**src/hw/rtl/btc_pkg.sv**
```systemverilog
`default_nettype none
package btc_pkg;

  localparam int COLUMN_LIMIT = 32;
  localparam int COL_W        = 7;
  localparam int CNT_W        = 7;
  localparam int MASK_W       = 64;
  localparam int MASK_IDX_W   = $clog2(MASK_W);
  localparam int FIFO_DEPTH   = 4;

  localparam logic [MASK_W-1:0] TAB_STOP_RESET = 64'h1111_1111_1111_1110;

  localparam logic [7:0] CH_BLANK   = 8'h20;
  localparam logic [7:0] CH_TAB     = 8'h09;
  localparam logic [7:0] CH_NEWLINE = 8'h0A;

  typedef enum logic {
    OP_TEXT  = 1'b0,
    OP_FLUSH = 1'b1
  } btc_op_t;

  typedef struct packed {
    btc_op_t    op;
    logic [7:0] data_byte;
  } btc_in_t;

  typedef struct packed {
    logic [7:0] out_byte;
    logic       last;
  } btc_out_t;

  // one queued run: tabs, then blanks, then an optional byte
  typedef struct packed {
    logic [CNT_W-1:0] tabs;
    logic [CNT_W-1:0] blanks;
    logic             has_byte;
    logic [7:0]       data;
  } btc_cmd_t;

endpackage
`default_nettype wire

```
**src/hw/rtl/blank_run_to_tab_compressor.sv**
```systemverilog
// Blank run to tab compressor (entab with a programmable tab stop list).
// Input queue port: in_item (op, data_byte) is taken when in_push is high
//   and in_full is low. op selects a text byte or an end-of-input flush.
// Output queue port: out_item (out_byte, last) is valid while out_empty is
//   low and is taken when out_pop is high; last marks the final byte that
//   one input item produced. Items that produce nothing show no output.
// Config: cfg_we writes cfg_data into the 64-bit tab stop mask (bit p set
//   means 1-based column p is a stop); write only while the block is idle.
// Path: an item is written into the command queue at the edge that takes
//   it and is loaded into the expander register once that is free; the
//   first output byte of the item is shown from that register.
// Throughput: one item per cycle while out_pop stays high and each item
//   yields at most one byte. An item that releases a run of N tabs and
//   blanks plus a byte holds the expander until all N+1 bytes are taken;
//   a 4-entry command queue decouples the front; in_full rises when full.
// Reset: column and pending counts clear, the mask returns to a stop every
//   4th column, queue and output are empty.
// Output stall: the shown byte holds; the queue fills, then in_full rises.
`default_nettype none
module blank_run_to_tab_compressor import btc_pkg::*; (
  input  wire logic              clk,
  input  wire logic              rst_n,
  input  wire logic              in_push,
  output logic                   in_full,
  input  wire btc_in_t           in_item,
  output logic                   out_empty,
  input  wire logic              out_pop,
  output btc_out_t               out_item,
  input  wire logic              cfg_we,
  input  wire logic [MASK_W-1:0] cfg_data
);

  logic     accept;
  logic     cmd_push;
  btc_cmd_t cmd_in;
  btc_cmd_t cmd_out;
  logic     cmd_empty;
  logic     cmd_pop;

  assign accept = in_push && !in_full;

  btc_front u_front (
    .clk      (clk),
    .rst_n    (rst_n),
    .cfg_we   (cfg_we),
    .cfg_data (cfg_data),
    .accept   (accept),
    .item     (in_item),
    .cmd_push (cmd_push),
    .cmd      (cmd_in)
  );

  btc_fifo u_fifo (
    .clk     (clk),
    .rst_n   (rst_n),
    .wr_en   (cmd_push),
    .wr_data (cmd_in),
    .full    (in_full),
    .rd_en   (cmd_pop),
    .rd_data (cmd_out),
    .empty   (cmd_empty)
  );

  btc_back u_back (
    .clk       (clk),
    .rst_n     (rst_n),
    .cmd       (cmd_out),
    .cmd_empty (cmd_empty),
    .cmd_pop   (cmd_pop),
    .out_empty (out_empty),
    .out_pop   (out_pop),
    .out_item  (out_item)
  );

endmodule
`default_nettype wire

```
**src/hw/rtl/btc_front.sv**
```systemverilog
`default_nettype none
module btc_front import btc_pkg::*; (
  input  wire logic              clk,
  input  wire logic              rst_n,
  input  wire logic              cfg_we,
  input  wire logic [MASK_W-1:0] cfg_data,
  input  wire logic              accept,
  input  wire btc_in_t           item,
  output logic                   cmd_push,
  output btc_cmd_t               cmd
);

  logic [MASK_W-1:0] mask_r;
  logic [COL_W-1:0]  column_r, column_nxt;
  logic [CNT_W-1:0]  tabs_r, tabs_nxt;
  logic [CNT_W-1:0]  blanks_r, blanks_nxt;

  logic [COL_W-1:0]      pos;
  logic [MASK_W-1:0]     cand;
  logic [MASK_W-1:0]     first;
  logic [MASK_IDX_W-1:0] stop_idx;
  logic                  stop_found;
  logic                  held_blank;

  assign pos        = column_r + COL_W'(1);
  assign held_blank = (item.data_byte == CH_BLANK) && (pos < COL_W'(COLUMN_LIMIT));

  // next tab stop strictly right of the current column
  always_comb begin
    for (int i = 0; i < MASK_W; i++) begin
      cand[i] = mask_r[i] && (i < COLUMN_LIMIT) && (MASK_IDX_W'(i) >= pos[MASK_IDX_W-1:0])
                && (pos < COL_W'(MASK_W));
    end
    first    = cand & (~cand + MASK_W'(1));
    stop_idx = '0;
    for (int i = 0; i < MASK_W; i++) begin
      if (first[i]) begin
        stop_idx = stop_idx | MASK_IDX_W'(i);
      end
    end
    stop_found = |cand;
  end

  always_comb begin
    column_nxt    = column_r;
    tabs_nxt      = tabs_r;
    blanks_nxt    = blanks_r;
    cmd_push      = 1'b0;
    cmd.tabs      = tabs_r;
    cmd.blanks    = blanks_r;
    cmd.has_byte  = 1'b0;
    cmd.data      = item.data_byte;
    if (accept) begin
      if (item.op == OP_FLUSH) begin
        cmd_push   = (tabs_r != '0) || (blanks_r != '0);
        tabs_nxt   = '0;
        blanks_nxt = '0;
        column_nxt = '0;
      end else if (held_blank) begin
        if (mask_r[pos[MASK_IDX_W-1:0]]) begin
          tabs_nxt   = tabs_r + CNT_W'(1);
          blanks_nxt = '0;
        end else begin
          blanks_nxt = blanks_r + CNT_W'(1);
        end
        column_nxt = pos;
      end else if (item.data_byte == CH_TAB) begin
        cmd_push     = 1'b1;
        cmd.blanks   = '0;
        cmd.has_byte = 1'b1;
        tabs_nxt     = '0;
        blanks_nxt   = '0;
        column_nxt   = stop_found ? COL_W'(stop_idx) : COL_W'(COLUMN_LIMIT);
      end else begin
        cmd_push     = 1'b1;
        cmd.has_byte = 1'b1;
        tabs_nxt     = '0;
        blanks_nxt   = '0;
        if (item.data_byte == CH_NEWLINE) begin
          column_nxt = '0;
        end else if (column_r >= COL_W'(COLUMN_LIMIT)) begin
          column_nxt = COL_W'(COLUMN_LIMIT);
        end else begin
          column_nxt = pos;
        end
      end
    end
  end

  always_ff @(posedge clk) begin
    if (!rst_n) begin
      mask_r   <= TAB_STOP_RESET;
      column_r <= '0;
      tabs_r   <= '0;
      blanks_r <= '0;
    end else begin
      if (cfg_we) begin
        mask_r <= cfg_data;
      end
      column_r <= column_nxt;
      tabs_r   <= tabs_nxt;
      blanks_r <= blanks_nxt;
    end
  end

endmodule
`default_nettype wire

```
**src/hw/rtl/btc_fifo.sv**
```systemverilog
`default_nettype none
module btc_fifo import btc_pkg::*; (
  input  wire logic     clk,
  input  wire logic     rst_n,
  input  wire logic     wr_en,
  input  wire btc_cmd_t wr_data,
  output logic          full,
  input  wire logic     rd_en,
  output btc_cmd_t      rd_data,
  output logic          empty
);

  localparam int AW = $clog2(FIFO_DEPTH);

  btc_cmd_t        mem [FIFO_DEPTH];
  logic [AW-1:0]   wr_ptr_r, rd_ptr_r;
  logic [AW:0]     count_r, count_nxt;
  logic            do_wr, do_rd;

  assign full    = (count_r == (AW+1)'(FIFO_DEPTH));
  assign empty   = (count_r == '0);
  assign do_wr   = wr_en && !full;
  assign do_rd   = rd_en && !empty;
  assign rd_data = mem[rd_ptr_r];

  always_comb begin
    count_nxt = count_r;
    if (do_wr && !do_rd) begin
      count_nxt = count_r + (AW+1)'(1);
    end else if (do_rd && !do_wr) begin
      count_nxt = count_r - (AW+1)'(1);
    end
  end

  always_ff @(posedge clk) begin
    if (do_wr) begin
      mem[wr_ptr_r] <= wr_data;
    end
  end

  always_ff @(posedge clk) begin
    if (!rst_n) begin
      wr_ptr_r <= '0;
      rd_ptr_r <= '0;
      count_r  <= '0;
    end else begin
      if (do_wr) begin
        wr_ptr_r <= wr_ptr_r + AW'(1);
      end
      if (do_rd) begin
        rd_ptr_r <= rd_ptr_r + AW'(1);
      end
      count_r <= count_nxt;
    end
  end

endmodule
`default_nettype wire

```
**src/hw/rtl/btc_back.sv**
```systemverilog
`default_nettype none
module btc_back import btc_pkg::*; (
  input  wire logic     clk,
  input  wire logic     rst_n,
  input  wire btc_cmd_t cmd,
  input  wire logic     cmd_empty,
  output logic          cmd_pop,
  output logic          out_empty,
  input  wire logic     out_pop,
  output btc_out_t      out_item
);

  btc_cmd_t work_r, work_nxt;
  logic     valid_r, valid_nxt;
  logic     last;
  logic     take;

  always_comb begin
    last = (work_r.tabs == CNT_W'(1) && work_r.blanks == '0 && !work_r.has_byte)
        || (work_r.tabs == '0 && work_r.blanks == CNT_W'(1) && !work_r.has_byte)
        || (work_r.tabs == '0 && work_r.blanks == '0 && work_r.has_byte);
    if (work_r.tabs != '0) begin
      out_item.out_byte = CH_TAB;
    end else if (work_r.blanks != '0) begin
      out_item.out_byte = CH_BLANK;
    end else begin
      out_item.out_byte = work_r.data;
    end
    out_item.last = last;
  end

  assign out_empty = !valid_r;
  assign take      = valid_r && out_pop;
  assign cmd_pop   = !cmd_empty && (!valid_r || (take && last));

  always_comb begin
    work_nxt  = work_r;
    valid_nxt = valid_r;
    if (cmd_pop) begin
      work_nxt  = cmd;
      valid_nxt = 1'b1;
    end else if (take) begin
      if (last) begin
        valid_nxt = 1'b0;
      end else if (work_r.tabs != '0) begin
        work_nxt.tabs = work_r.tabs - CNT_W'(1);
      end else begin
        work_nxt.blanks = work_r.blanks - CNT_W'(1);
      end
    end
  end

  always_ff @(posedge clk) begin
    work_r <= work_nxt;
  end

  always_ff @(posedge clk) begin
    if (!rst_n) begin
      valid_r <= 1'b0;
    end else begin
      valid_r <= valid_nxt;
    end
  end

endmodule
`default_nettype wire

```
**config.mk**
```make
export PLATFORM = sky130hd
export DESIGN_NAME = blank_run_to_tab_compressor
export DESIGN_NICKNAME = d
export VERILOG_FILES = /design/src/hw/rtl/btc_pkg.sv /design/src/hw/rtl/blank_run_to_tab_compressor.sv /design/src/hw/rtl/btc_front.sv /design/src/hw/rtl/btc_fifo.sv /design/src/hw/rtl/btc_back.sv
export SDC_FILE = /design/constraint.sdc
export NUM_CORES = 1
export LEC_CHECK = 0
export ABC_AREA = 1
export BUFFER_PORTS_ARGS = -buffer_cell sky130_fd_sc_hd__buf_4
export CAP_MARGIN = 20
export CORE_MARGIN = 3
export CORE_UTILIZATION = 60
export CTS_BUF_LIST = sky130_fd_sc_hd__clkbuf_8
export CTS_CLUSTER_DIAMETER = 100
export DETAILED_ROUTE_END_ITERATION = 12
export PLACE_DENSITY = 0.92
export SKIP_CTS_REPAIR_TIMING = 1
export SLEW_MARGIN = 15
export SYNTH_ARGS = -nofsm -noshare
export SYNTH_HDL_FRONTEND = slang
export SYNTH_SLANG_ARGS = --single-unit
export TNS_END_PERCENT = 30
```
**constraint.sdc**
```tcl
create_clock -name clk -period 6.6 [get_ports clk]
set_input_delay 0.33 -clock clk [delete_from_list [all_inputs] [get_ports clk]]
set_output_delay 0.33 -clock clk [all_outputs]
set_load 0.1 [all_outputs]
```
After elaboration in Yosys (flattened, before gate mapping)
Memories as Yosys holds them, arrays and structs flattened. A register that Yosys moved wholly into a read port is not among the register bits.
Index checks and enable logic that the tools add are counted.

storage, ports and cells
  register bits after elaboration = 116
  bits in writable memories = 92
  output and inout bits = 11
  word-level logic and storage cells = 340
  memories = 1

memories
  memory      words  bits a word  rd ports  clocked after Yosys merged registers in  wr ports  line            RTL
  u_fifo.mem  4      23           1         1                                        1         btc_fifo.sv:15  btc_cmd_t mem [FIFO_DEPTH];

operators by class
  add/sub/neg operators = 10
  $lt $le $gt $ge = 36
  equal/unequal tests = 12
  multiplexer cells = 162
  bitwise logic cells = 2
  reduce and logical (&&, ||, !) cells = 105

operators by type and width
  kind                                                                                 number
  7-bit two-way mux                                                                    53
  6-bit two-way mux                                                                    33
  64-bit two-way mux                                                                   2
  5-bit by 6-bit greater-or-equal comparator with 1-bit output (first input constant)  16
  14-bit two-way mux                                                                   6
  5-bit two-way mux                                                                    16
  1-bit logical AND                                                                    79
  8-bit two-way mux                                                                    9
  64-bit by 1-bit adder with 64-bit output (second input constant)                     1
  32-bit by 64-bit AND with 64-bit output                                              1
  32-bit inverter with 64-bit output                                                   1
  4-bit by 6-bit greater-or-equal comparator with 1-bit output (first input constant)  8
  4-bit two-way mux                                                                    8
  32-bit OR reduction                                                                  1
  7-bit nonzero test                                                                   4
  3-bit by 6-bit greater-or-equal comparator with 1-bit output (first input constant)  4
  7-bit by 1-bit adder with 7-bit output (second input constant)                       3
  3-bit two-way mux                                                                    7
  1-bit two-way mux                                                                    19
  8-bit by 4-bit equality test with 1-bit output (second input constant)               2
  2-bit two-way mux                                                                    8
  7-bit by 1-bit equality test with 1-bit output (second input constant)               2
  7-bit zero test                                                                      2
  7-bit by 1-bit subtractor with 7-bit output (second input constant)                  2
  21 further kinds                                                                     40

Longest topological paths before layout
  depth in word-level cells = 80
  depth in mapped cells = 25
  depth with buffers taken out = 23

Hierarchy
Synthesis repeated with hierarchy kept, for this count alone.

second synthesis, totals
  cells, all modules = 1264
  area, all modules = 10043.4 µm²

modules (own cells, without submodules)
  module                       instances  cells each  area an instance (µm²)
  btc_front                    1          812         4620.7
  btc_fifo                     1          292         3930.0
  btc_back                     1          158         1482.7
  blank_run_to_tab_compressor  1          2           10.0

Worst setup path after synthesis
Ideal clock, no wire load.

  path type = register -> register
  from = reg u_fifo.count_r[0]
  to = reg u_fifo.count_r[1]
  setup time = 120 ps
  arrival time = 4233 ps
  required time = 6480 ps
  slack = 2246 ps
  stages on the path, launching flop included = 12
  buffers on the path = 0
  period minus slack after synthesis = 4354 ps
  cell sequence = dfxtp_1 -> nor3_1 -> nor2_1 -> inv_1 -> nor2_1 -> nand2_1 -> nand2_1 -> ha_1 -> inv_1 -> fa_1 -> o21ai_0 -> a21oi_1

RTL lines
  what                     line                                               RTL
  start, declared          btc_fifo.sv:17                                     logic [AW:0] count_r, count_nxt;
  start signal, assigned   btc_fifo.sv:53                                     count_r <= count_nxt;
  3-bit equality test *    btc_fifo.sv:20                                     assign full = (count_r == (AW+1)'(FIFO_DEPTH));
  net in_full              blank_run_to_tab_compressor.sv:24                  output logic in_full,
  1-bit zero test *        blank_run_to_tab_compressor.sv:40, btc_fifo.sv:22
  1-bit logical AND        blank_run_to_tab_compressor.sv:40                  assign accept = in_push && !in_full;
  1-bit two-way mux        btc_front.sv:53                                    if (accept) begin
  1-bit logical AND *      btc_fifo.sv:22                                     assign do_wr = wr_en && !full;
  1-bit logical AND *      btc_fifo.sv:28                                     if (do_wr && !do_rd) begin
  3-bit two-way mux *      btc_fifo.sv:28
  net u_fifo.count_nxt[1]  btc_fifo.sv:17

Mark *: on every way through the listed nets, which the timed path passes. The rest lies on a longest branch. The select of a mux whose other input is x is not followed.
A chain may end at the register's enable or synchronous reset.

Final worst setup path
  from = reg u_front.column_r[0]
  to = reg u_front.tabs_r[6]

between the ends
  cells in the longest elaborated chain, start to end = 8

RTL lines
  what                                                   line              RTL
  start, declared                                        btc_front.sv:14   logic [COL_W-1:0] column_r, column_nxt;
  start signal, assigned                                 btc_front.sv:100  column_r <= column_nxt;
  7-bit by 1-bit adder with 7-bit output *               btc_front.sv:25   assign pos = column_r + COL_W'(1);
  7-bit by 6-bit less-than comparator with 1-bit output  btc_front.sv:26   assign held_blank = (item.data_byte == CH_BLANK) && (pos < COL_W'(COLUMN_LIMIT));
  1-bit logical AND                                      btc_front.sv:26
  7-bit two-way mux                                      btc_front.sv:59   end else if (held_blank) begin
  7-bit two-way mux                                      btc_front.sv:54   if (item.op == OP_FLUSH) begin
  7-bit two-way mux                                      btc_front.sv:53
  7-bit two-way mux                                      btc_front.sv:54
  7-bit two-way mux                                      btc_front.sv:53
  end signal, assigned                                   btc_front.sv:101  tabs_r <= tabs_nxt;
  end, declared                                          btc_front.sv:15   logic [CNT_W-1:0] tabs_r, tabs_nxt;

Every way passes the cells marked *; elsewhere a longest branch is shown, timed or not. The select of a mux whose other input is x is not followed.

==> impl_results.md <==
- Post-synth EDFFs: between 100 and 150
- First-pass DRT Iterations: 8
- Worst hold slack: 69.1 ps
- Skew-Pair Late Insertion Delay: 470 ps
- Crit path to: u_front.tabs_r[6]
- Global-route wire length before repair: 37.8 mm
- Hold WC Path Type: in -> reg
- Status: completed
- GRT overflow: 0
- Slowest cell on the critical path: dfxtp_1
- Primary flip-flop cell chosen by synthesis mapping: edfxtp_1
- Crit-path cells: inv_2, ha_1, inv_1, nand3_1, inv_1, a22oi_1, nand2_1, nand3_1, nand2_1, a311oi_1, nand2_1, nand2_1, a21oi_1, nor2_1, o21ai_0, a21oi_1
- Synth Instances: 1,186
- Clk slew on worst S/H paths: 100 ps
- RR Endpoint: u_front.tabs_r[6]
- Ys async rst share: 0%
- Commonest non-fill, non-tap cells in the layout: nor2_1 (204), nand2_1 (187), inv_1 (123)
- Post-synthesis sequential area ratio: 48.6%
- Initial Util: a little over three fifths
- Clock skew: between 15 and 20 ps
- Max Fclk: 0.238 GHz
- Crit Path Class: reg -> reg
- Most common cell after layout, fill and taps aside: nor2_1
- Antenna Cells: 0
- Cell variety after synth: 54
- Total Wirelength: 23.2 mm
- Final #Nets: around 1.3k
- Met3 Usage GRT: 4.57%
- Slew Limit Headroom: a little over a third
- P_leak: approximately 4.4 nW
- Setup Total Neg Slack: 0 ps
- # port buffers: 56
- Post-route ant nets: 0
- I/O Pins: 89
- CTS Sinks: 178
- CP Capture Type: flop
- Cts bufs inserted: 17
- Initial antenna violation count: 0
- Mapped Avg Cell Area: about 8.2 um^2
- R2R Setup Slk: approximately 2400 ps
- Path depth of the worst reg2reg path: 16
- Vias in the first global route: 7,898
- GRT busiest layer: met2
- Bufs on Longest Clock Path: 2
- Fin crit share: 63.6%
- Peak VDD IR: between 150 and 200 uV
- Post-DP Area: 10,200 um^2
- Tot GR Track Use: 26.2%
- Share of cells above drive strength 1: 15.5%
- Worst Tran Pin Value: 951 ps
- Critical Path Start: u_front.column_r[0]
- Worst EP arrival: 4590 ps
- Synth Cell Area: around 9700 um^2
- Gp weighted congestion: around 0.97
- # DRC: 0
- Net Count, Synth: between 1k and 1.5k
- Final instance area: between 10,000 and 15,000 um^2
- Vias per Instance: 5.71
- Post-DP HPWL: 16.7 mm
- Critical path's largest stage delay: 800 ps
- WP buf/inv: 3
- DR WL/cell: 16.1 um
- Met1 global-route usage: 32.8%
- Crit-path leading delay family: simple AND/OR/NAND/NOR gates
- Tmin final: 4200 ps
- Via count: around 8.2k
- DRT iter0 DRCs: 884
- # Max-Cap Violations: 0
- RSZ-0062 raised after global routing: false
- Slew Limit Fails: 0
- Crit Path Max Fanout: 22
- Area grow syn2layout: 9.81%
- Reg2reg start: u_front.column_r[0]
- Count of yosys warnings during synthesis: 0
- Number of synthesized register bits: roughly 180
- Core area: 15,500 um^2
- CP required: roughly 7000 ps
- TritonCTS clock tree: yes
- Root Driver: clkbuf_8
- Largest net degree at the start of global routing: 48
- CP Launch Type: flop
- FP Rows: 45
- Instance count on the critical path: 16
- Grt met2 use: 44.5%
- Chip Width: 133 um
- H-tree depth: 4
- Die Ht: 133 um
- Power per Cell Area: just over 300 nW/um^2
- Endpoints failing setup: 0
- Die area: between 15,000 and 20,000 um^2
- CP most frequent cell: nand2_1
- Final hold viol count: 0
==> worst register-to-register path: stages (launching register included) <==
cell	delay (ps)
dfxtp_1	800
inv_2	330
ha_1	650
inv_1	270
nand3_1	200
inv_1	110
a22oi_1	160
nand2_1	80
nand3_1	70
nand2_1	50
a311oi_1	340
nand2_1	260
nand2_1	330
a21oi_1	100
nor2_1	150
o21ai_0	110
a21oi_1	130
==> power by group <==
part	switching (mW)	total (mW)	internal, mW
clock	0.431	0.824	0.393
combinational	0.617	0.909	0.293
sequential	0.112	1.52	1.41
total	1.16	3.26	2.10
==> cells by family (layout without fill, tap and decap cells) <==
kind of cell    Yosys count  count (layout)  synth area share [%]
fa+ha+maj                18              18                  2.40
buf+inv                 194             237                  8.33
flops                   178             178                  48.6
simple gates            563             563                  26.7
xor+xnor                 12              12                  1.08
compound gates          221             221                  12.9
==> per-stage QoR <==
stage                     setup WS, ps  cells  utilization [%]  power, mW
after floorplan                   2250   1186                -       2.17
after global placement            2580   1407             65.5       2.36
after detailed placement          2490   1408             65.7       2.43
after CTS                         2470   1440             68.6       3.25
after global routing              1940   1440             68.6       3.42
final                             2400   1440             68.6       3.26
==> state kept, by name, indices dropped and copies added (netlist names), named ones only <==
name / count
u_front.mask_r: 32
u_front.tabs_r: 7
u_back.work_r: 23
u_fifo.count_r: 3
u_fifo.wr_ptr_r: 2
u_back.valid_r: 1
u_front.blanks_r: 7
u_fifo.rd_ptr_r: 2
u_front.column_r: 7
u_fifo.mem: 92
==> per-layer routing <==
layer | share of wire, % | vias to the layer above
met1 | 40 | 3756
met4 | 3.7 | 0
met5 | 0 | -
li1 | - | 4004
met3 | 7.2 | 75
met2 | 49 | 388
==> cells in the mapped netlist (5+ instances only) <==
cell        n  area (um^2)
nand3b_1    5         37.5
clkbuf_1   35          131
nand3_2    13          130
dfxtp_1    63         1260
xor2_1      7         61.3
inv_1     123          462
nand2_2    18          113
edfxtp_1  115         3450
o21ai_0   107          536
nor2_2     20          125
o21ai_1     6         30.0
a21oi_1    49          245
o22ai_1    20          125
a211oi_1   14          105
ha_1       17          213
nor2_1    208          781
nand2_1   187          702
nor3_1     17         85.1
inv_2      15         56.3
nand4_1    21          131
nand3_1    53          265
nor2_4      7         78.8
xnor2_1     5         43.8
buf_4       9         67.6
==> how the worst min path moves through the flow <==
stage                              from  slack, ps                   to  cells after the start
finish                       in_item[6]         70     u_fifo.mem[3][6]                      1
global route                 in_item[6]         50     u_fifo.mem[1][6]                      1
CTS                        cfg_data[28]         60   u_front.mask_r[28]                      3
detailed placement  u_front.blanks_r[4]        460  u_front.blanks_r[4]                      2
global placement     u_fifo.rd_ptr_r[1]        450                 flop                      2
floorplan                    in_item[0]        430     u_fifo.mem[0][0]                      0
==> final cells by class <==
type / count / area (um^2)
clock inverter: 15 / 220
tap: 211 / 264
fill: 1237 / 4880
timing repair buffer: 64 / 500
inverter: 141 / 532
multi-input combinational: 814 / 4200
clock buffer: 17 / 234
sequential: 178 / 4710
Note: power is estimated with default switching activity, not from simulation.
